### config.mk
export PLATFORM = sky130hd
export DESIGN_NAME = fcd_link_unit
export DESIGN_NICKNAME = d
export VERILOG_FILES = /design/src/rtl/core/fcd_pkg.sv /design/src/rtl/core/fcd_link_unit.sv
export SDC_FILE = /design/constraint.sdc
export NUM_CORES = 1
export LEC_CHECK = 0
export ABC_AREA = 1
export BUFFER_PORTS_ARGS = -buffer_cell sky130_fd_sc_hd__clkbuf_2
export CAP_MARGIN = 10
export CORE_MARGIN = 10
export CORE_UTILIZATION = 40
export DETAILED_ROUTE_END_ITERATION = 6
export MAX_ROUTING_LAYER = met4
export PLACE_DENSITY = 0.8
export SETUP_SLACK_MARGIN = 0.05
export SYNTH_ARGS = -nofsm -noshare
export SYNTH_HDL_FRONTEND = slang
export SYNTH_SLANG_ARGS = --single-unit
### constraint.sdc
create_clock -name vclk -period 1.5
set_input_delay 0.3 -clock vclk [all_inputs]
set_output_delay 0.3 -clock vclk [all_outputs]
set_load 0.005 [all_outputs]
### src/rtl/core/fcd_pkg.sv
// Shared types and constants for the FAT chain defragmenter core.
// Used by fcd_link_unit and fat_chain_defragmenter_core; no dependencies.
`default_nettype none

package fcd_pkg;

   // Default configuration of the table
   localparam int TABLE_ENTRIES_DEF        = 4096;
   localparam int FIRST_SEARCH_CLUSTER_DEF = 3;

   // Width used for compares that must cover every table size
   localparam int WIDE_W = 17;

   // Payload widths
   localparam int KIND_W    = 2;
   localparam int CLUSTER_W = 12;
   localparam int ENTRY_W   = 16;
   localparam int LENGTH_W  = 13;
   localparam int STATUS_W  = 3;

   // FAT16 entry markers
   localparam logic [ENTRY_W-1:0] END_MARK         = 16'hFFFF;
   localparam logic [ENTRY_W-1:0] DATA_CLUSTER_MAX = 16'hFFEF;

   // Request kinds
   typedef enum logic [KIND_W-1:0] {
      KIND_WRITE  = 2'd0,
      KIND_READ   = 2'd1,
      KIND_DEFRAG = 2'd2
   } kind_type;

   // Result status codes
   typedef enum logic [STATUS_W-1:0] {
      ST_DONE     = 3'd0,
      ST_NOTFRAG  = 3'd1,
      ST_NOSPACE  = 3'd2,
      ST_EMPTY    = 3'd3,
      ST_BROKEN   = 3'd4
   } status_type;

   // Sequencer states
   typedef enum logic [3:0] {
      S_CLEAR,
      S_IDLE,
      S_READ,
      S_WALK,
      S_SEARCH,
      S_RELOC_RD,
      S_RELOC_ZERO,
      S_RELOC_LINK,
      S_FINISH
   } state_type;

   // Flags returned by the shared link unit
   typedef struct packed {
      logic end_mark;   // data is the end-of-chain mark
      logic zero;       // data is a free entry
      logic in_range;   // data indexes a table entry
      logic is_next;    // data equals position plus one
      logic cnt_hit;    // counter plus one reaches the needed length
      logic cnt_full;   // counter plus one reaches the table size
   } link_flags_type;

endpackage

`default_nettype wire

### src/rtl/core/fcd_link_unit.sv
// Shared increment and compare unit used by the request, walk, search and relocation phases.
// Depends on fcd_pkg for the flag struct and entry constants.
`default_nettype none

module fcd_link_unit #(
   parameter int TABLE_ENTRIES = fcd_pkg::TABLE_ENTRIES_DEF,
   parameter int PW            = $clog2(TABLE_ENTRIES + 1)
) (
   input  wire logic [PW-1:0]                pos,
   input  wire logic [PW-1:0]                cnt,
   input  wire logic [PW-1:0]                need,
   input  wire logic [fcd_pkg::ENTRY_W-1:0]  data,
   output logic      [PW-1:0]                pos_inc,
   output logic      [PW-1:0]                cnt_inc,
   output fcd_pkg::link_flags_type           flags
);

   localparam int WW = fcd_pkg::WIDE_W;
   localparam logic [WW-1:0] TABLE_SIZE = WW'(TABLE_ENTRIES);

   // One position step, one counter step and the compares around them
   always_comb begin
      pos_inc        = pos + PW'(1);
      cnt_inc        = cnt + PW'(1);
      flags.end_mark = (data == fcd_pkg::END_MARK);
      flags.zero     = (data == '0);
      flags.in_range = (WW'(data) < TABLE_SIZE);
      flags.is_next  = (WW'(data) == WW'(pos_inc));
      flags.cnt_hit  = (cnt_inc == need);
      flags.cnt_full = (WW'(cnt_inc) >= TABLE_SIZE);
   end

endmodule

`default_nettype wire
==> results of run 1 <==
-- worst max path at each step --
stage	to	start	slack, ns
final	flags[1]	cnt[1]	-0.46
after global routing	flags[1]	cnt[1]	-0.52
after CTS	flags[1]	cnt[0]	-0.36
after detailed placement	flags[1]	cnt[1]	-0.42
after global placement	flags[2]	pos[0]	-0.38
after floorplan	flags[1]	cnt[1]	0.0004
-- synthesized netlist by cell type, drive strengths merged, types with 2 or more instances --
master / count
nand4: 8
xnor3: 3
xnor2: 4
nand3: 36
nand2: 102
nor4: 3
inv: 45
xor2: 4
nor2: 30
ha: 2
nor3: 6
o21bai: 3
nand3b: 4
-- per-layer routing --
metal / track usage / vias to the layer above / wire length (um)
met3: 0.02098 / 18 / 267
met1: 0.1929 / 1009 / 2545
met5: - / - / 0
li1: - / 1091 / -
met4: 0.05657 / 0 / 204
met2: 0.3737 / 94 / 3715
-- power by group --
group | leakage, nW | switching (mW) | internal (mW)
Combinational | 1.51 | 0.326 | 0.345
Sequential | 0 | 0 | 0
Clock | 0 | 0 | 0
-- layout make-up --
cell class	count	area (um^2)
Fill cell	198	447.9
Inverter	45	168.9
Multi-Input combinational cell	208	1365
Tap cell	44	55.05
Timing Repair Buffer	146	1066
-- through the flow --
step | setup TNS (ns) | area (um^2) | worst slack, ns | power [mW]
after floorplan | 0 | 1360 | 0.0004090 | 0.2372
after global placement | -2.642 | 2248 | -0.3754 | 0.5224
after detailed placement | -3.079 | 2248 | -0.4203 | 0.5355
after CTS | -2.031 | 2486 | -0.3649 | 0.5949
after global routing | -3.201 | 2655 | -0.5181 | 0.7241
final | -2.191 | 2655 | -0.4551 | 0.6706
-- cell families after synthesis --
| logic type | after synthesis |
|---|---|
| and+or+nand+nor | 190 |
| adders and majority gates | 2 |
| buffers and inverters | 46 |
| AOI/OAI and AO/OA | 4 |
| xor gates and xnor gates | 12 |
-- what timing repair did --
action | CTS | global route
setup buffers | 4 | 6
endpoints found under the setup margin | 22 | 24
pin swaps | 21 | 29
gates cloned | 0 | 0
gates resized for setup | 45 | 43
==> flow_summary.yaml, run 1 <==
run_status:
  status: "complete, but fails checks"
  violations: "setup timing"
min_path:
  min_to: "flags[4]"
  hold_path_class: "primary input to output pin"
  hold_path_depth: 3
  hold_start: "data[3]"
synth:
  synth_top_family_by_area: "simple AND/OR/NAND/NOR gates"
  yosysWarnings: 0
  syn-instance-count: 254
  syn_nets: 311
  yosys-top-cells-area: "nand2_1 (26%), inv_1 (13%), nand3_1 (12%)"
  synth-xor-area-share: 0.1291
  synthAdderAreaFrac: 0.01912
  synth.area.mux_share: 0
  synth_top_area_frac: 0.2553
  yosysSeqAreaShare: 0
  ys_types: 24
  synth_area_leader_cell: "nand2_1"
  syn_area_um2: 1309
  synth_simple_gate_area_frac: 0.6960
  synth-compound-area-share: 0.02103
  synth_area_per_cell_um2: 5.153
timing:
  fin_ws_ns: -0.4551
  min_period_ns: 1.955
  worstMarginPinSlew_ns: 0.3144
  hold_viol: 0
  fin_crit_sh: 1.303
  relSlewSlack: 0.7888
  holdWs_ns: 0.9009
  setup_viol: 16
  rsz0062_at_grt: "yes"
  fmax_ghz: 0.5115
  finalMaxSlewViolations: 0
cells_and_area:
  drive_gt1_frac: 0.5288
  seq_cell_count: 0
  layout_common_cells: "nand2_1 (78), clkbuf_2 (65), buf_4 (47)"
  area_growth_pct: 102.9
  final_common_cell: "nand2_1"
  num-nets-final: 458
  instances_no_fill: 443
  antennaDiodeCount: 0
  nClkBuffers: 0
  utilization: 0.8556
  register_area_um2: 0
drt:
  first_pass_iters: 4
  drc: 0
  wirelength_um: 6732
  routedWlPerCell_um: 15.20
  route.vias.total: 2212
  vias_per_cell: 4.993
  drtIter0Drc: 116
  ant_nets: 0
place:
  portBuffers: 87
  place_congestion: 0.9368
  hpwl_um: 4631
  post-place-cells: 438
critical_path:
  crit_family: "simple AND/OR/NAND/NOR gates"
  cp-end-kind: "output pin"
  max_stage_delay_ns: 0.18
  cp.depth: 12
  crit_buf_inv: 3
  cp_max_fo: 4
  crit_arrival_ns: 1.66
  worstPathRequired_ns: 1.20
  start_kind: "primary input"
  path_cells: "clkbuf_16, ha_4, inv_1, nand2_1, nand3_1, nand2_1, nor2_1, nand3_1, nor2_1, nand3_1, nor3_2, buf_2"
  cp_slowest_cell: "ha_4"
  worst_path_most_repeated_cell: "nand3_1"
  worstSetupPathType: "primary input to output pin"
floorplanning:
  io_pins: 87
  start_util: 0.4218
  fp.dieArea_um2: 5960
  fp.coreArea_um2: 3103
  rows: 20
  die-width_um: 77.20
  chipHeight_um: 77.20
global_routing:
  grt_pass1_vias: 2225
  grt_max_degree: 8
  grt_pass1_wl_um: 9818
  grt_usage: 0.1915
  grt-ovfl-total: 0
  antenna_found_initial: 0
clock_network:
  cts-hold-fix-buffers: 0
job:
  max_cap_viol_count: 0
power_and_ir_drop:
  leakage_nw: 1.507
  cellPowerDensity_nw_per_um2: 252.6
  ir_drop_uv: 162.6
(Power assumes the default switching activity.)
==> run 2: changes to the inputs <==
--- a/config.mk
+++ b/config.mk
@@ -6,7 +6,7 @@
 export NUM_CORES = 1
 export LEC_CHECK = 0
 export ABC_AREA = 1
-export BUFFER_PORTS_ARGS = -buffer_cell sky130_fd_sc_hd__clkbuf_2
+export BUFFER_PORTS_ARGS = -buffer_cell sky130_fd_sc_hd__buf_2
 export CAP_MARGIN = 10
 export CORE_MARGIN = 10
 export CORE_UTILIZATION = 40
==> run 2 against run 1 <==
Against the previous run:
- wire length is 13% lower
- first-iteration DRC count is 2.6% lower
- via count is 5.3% lower
- the run still ends with setup timing left
- total power is 8.5% lower
- setup slack better by 0.093 ns
- sequential cell count stayed put
- largest power group unchanged
- sequential share of layout area stayed put
- combinational power is 8.5% lower
- non-clock buffer count is 14 lower
- core utilization is 5.2 points lower
==> flow_summary.yaml, run 2 (same netlist as run 1, synthesis figures left out) <==
floorplanning:
  start_util: 0.4218
  io_pins: 87
  rows: 20
  fp.dieArea_um2: 5960
  chipHeight_um: 77.20
  die-width_um: 77.20
  fp.coreArea_um2: 3103
timing:
  rsz0062_at_grt: "yes"
  holdWs_ns: 0.8659
  fmax_ghz: 0.5369
  worstMarginPinSlew_ns: 0.2694
  relSlewSlack: 0.8187
  min_period_ns: 1.862
  setup_viol: 11
  finalMaxSlewViolations: 0
  hold_viol: 0
  fin_ws_ns: -0.3624
  tns_ns: -1.711
  fin_crit_sh: 1.242
cells_and_area:
  layout_common_cells: "nand2_1 (78), buf_2 (70), inv_1 (39)"
  num-nets-final: 444
  register_area_um2: 0
  area_growth_pct: 90.44
  fin_area_um2: 2492
  seq_cell_count: 0
  antennaDiodeCount: 0
  drive_gt1_frac: 0.4987
  final_common_cell: "nand2_1"
  nClkBuffers: 0
run_status:
  violations: "setup timing"
  status: "complete, but fails checks"
power_and_ir_drop:
  leakage_nw: 1.412
  ir_drop_uv: 170.3
  p_int_mw: 0.3144
  sequentialPowerShare: 0
  net-switching-power_mw: 0.2993
  p_sw_frac: 0.4877
  clockPowerShare: 0
  power_frac_comb: 1.000
  cellPowerDensity_nw_per_um2: 246.3
  finalPower_mw: 0.6138
global_routing:
  grt-ovfl-total: 0
  grt_max_degree: 8
  grt_pass1_vias: 1981
  antenna_found_initial: 0
  grt_pass1_wl_um: 8811
  grt_usage: 0.1749
critical_path:
  worstSetupPathType: "primary input to output pin"
  worstPathRequired_ns: 1.20
  start_kind: "primary input"
  crit_arrival_ns: 1.56
  cp_max_fo: 4
  cp-end-kind: "output pin"
drt:
  route.vias.total: 2094
  vias_per_cell: 4.881
  ant_nets: 0
  first_pass_iters: 4
  routedWlPerCell_um: 13.70
  drc: 0
  wirelength_um: 5879
  drtIter0Drc: 113
min_path:
  hold_path_class: "primary input to output pin"
place:
  hpwl_um: 4476
  portBuffers: 87
  place_congestion: 0.9083
  place_area_um2: 2156
job:
  max_cap_viol_count: 0
[run 2: area by class of cell]
class                           instances  area (um^2)
Fill cell                             226        610.6
Inverter                               45        171.4
Multi-Input combinational cell        208         1329
Tap cell                               44        55.05
Timing Repair Buffer                  132        937.1
[run 2: critical path, cell delays in order]
cell and delay [ns]:
buf_2 0.13, nand2_1 0.09, nor2_1 0.25, nand3_1 0.17, nand2_2 0.12, xnor2_1 0.14
nand3_2 0.10, nor3_2 0.14, buf_2 0.13
[run 2: worst paths after layout]
kind	start	endpoint	slack [ns]	cells past startpoint
worst max-delay path	cnt[7]	flags[1]	-0.36	9
worst min-delay path	pos[0]	pos_inc[0]	0.87	3
[run 2: timing repair]
| action | 4_1_cts | 5_1_grt |
|---|---|---|
| gates resized for setup | 54 | 24 |
| endpoints found under the setup margin | 18 | 20 |
| setup buffers | 5 | 4 |
| hold buffers | 0 | 0 |
| hold endpoints to repair | 0 | 0 |
| pin swaps | 39 | 22 |
[run 2: power groups by stage]
stage | combinational, mW | sequential [mW] | clock, mW
after floorplan | 0.237 | 0 | 0
after global placement | 0.501 | 0 | 0
after detailed placement | 0.512 | 0 | 0
after CTS | 0.574 | 0 | 0
after global routing | 0.670 | 0 | 0
final | 0.614 | 0 | 0
[run 2: metal layers]
layer,vias up,part of all wire,GRT usage
met5,-,0,-
li1,1067,-,-
met2,77,0.54,0.3411
met4,0,0.024,0.02737
met3,12,0.052,0.01748
met1,938,0.38,0.1861
[run 2: metrics by stage]
step	setup slack [ns]	instances	util
after floorplan	0.0004090	254	-
after CTS	-0.3307	427	0.7706
final	-0.3624	429	0.8032
after global routing	-0.4799	429	0.8032
after detailed placement	-0.3921	424	0.6948
after global placement	-0.3579	424	0.6948
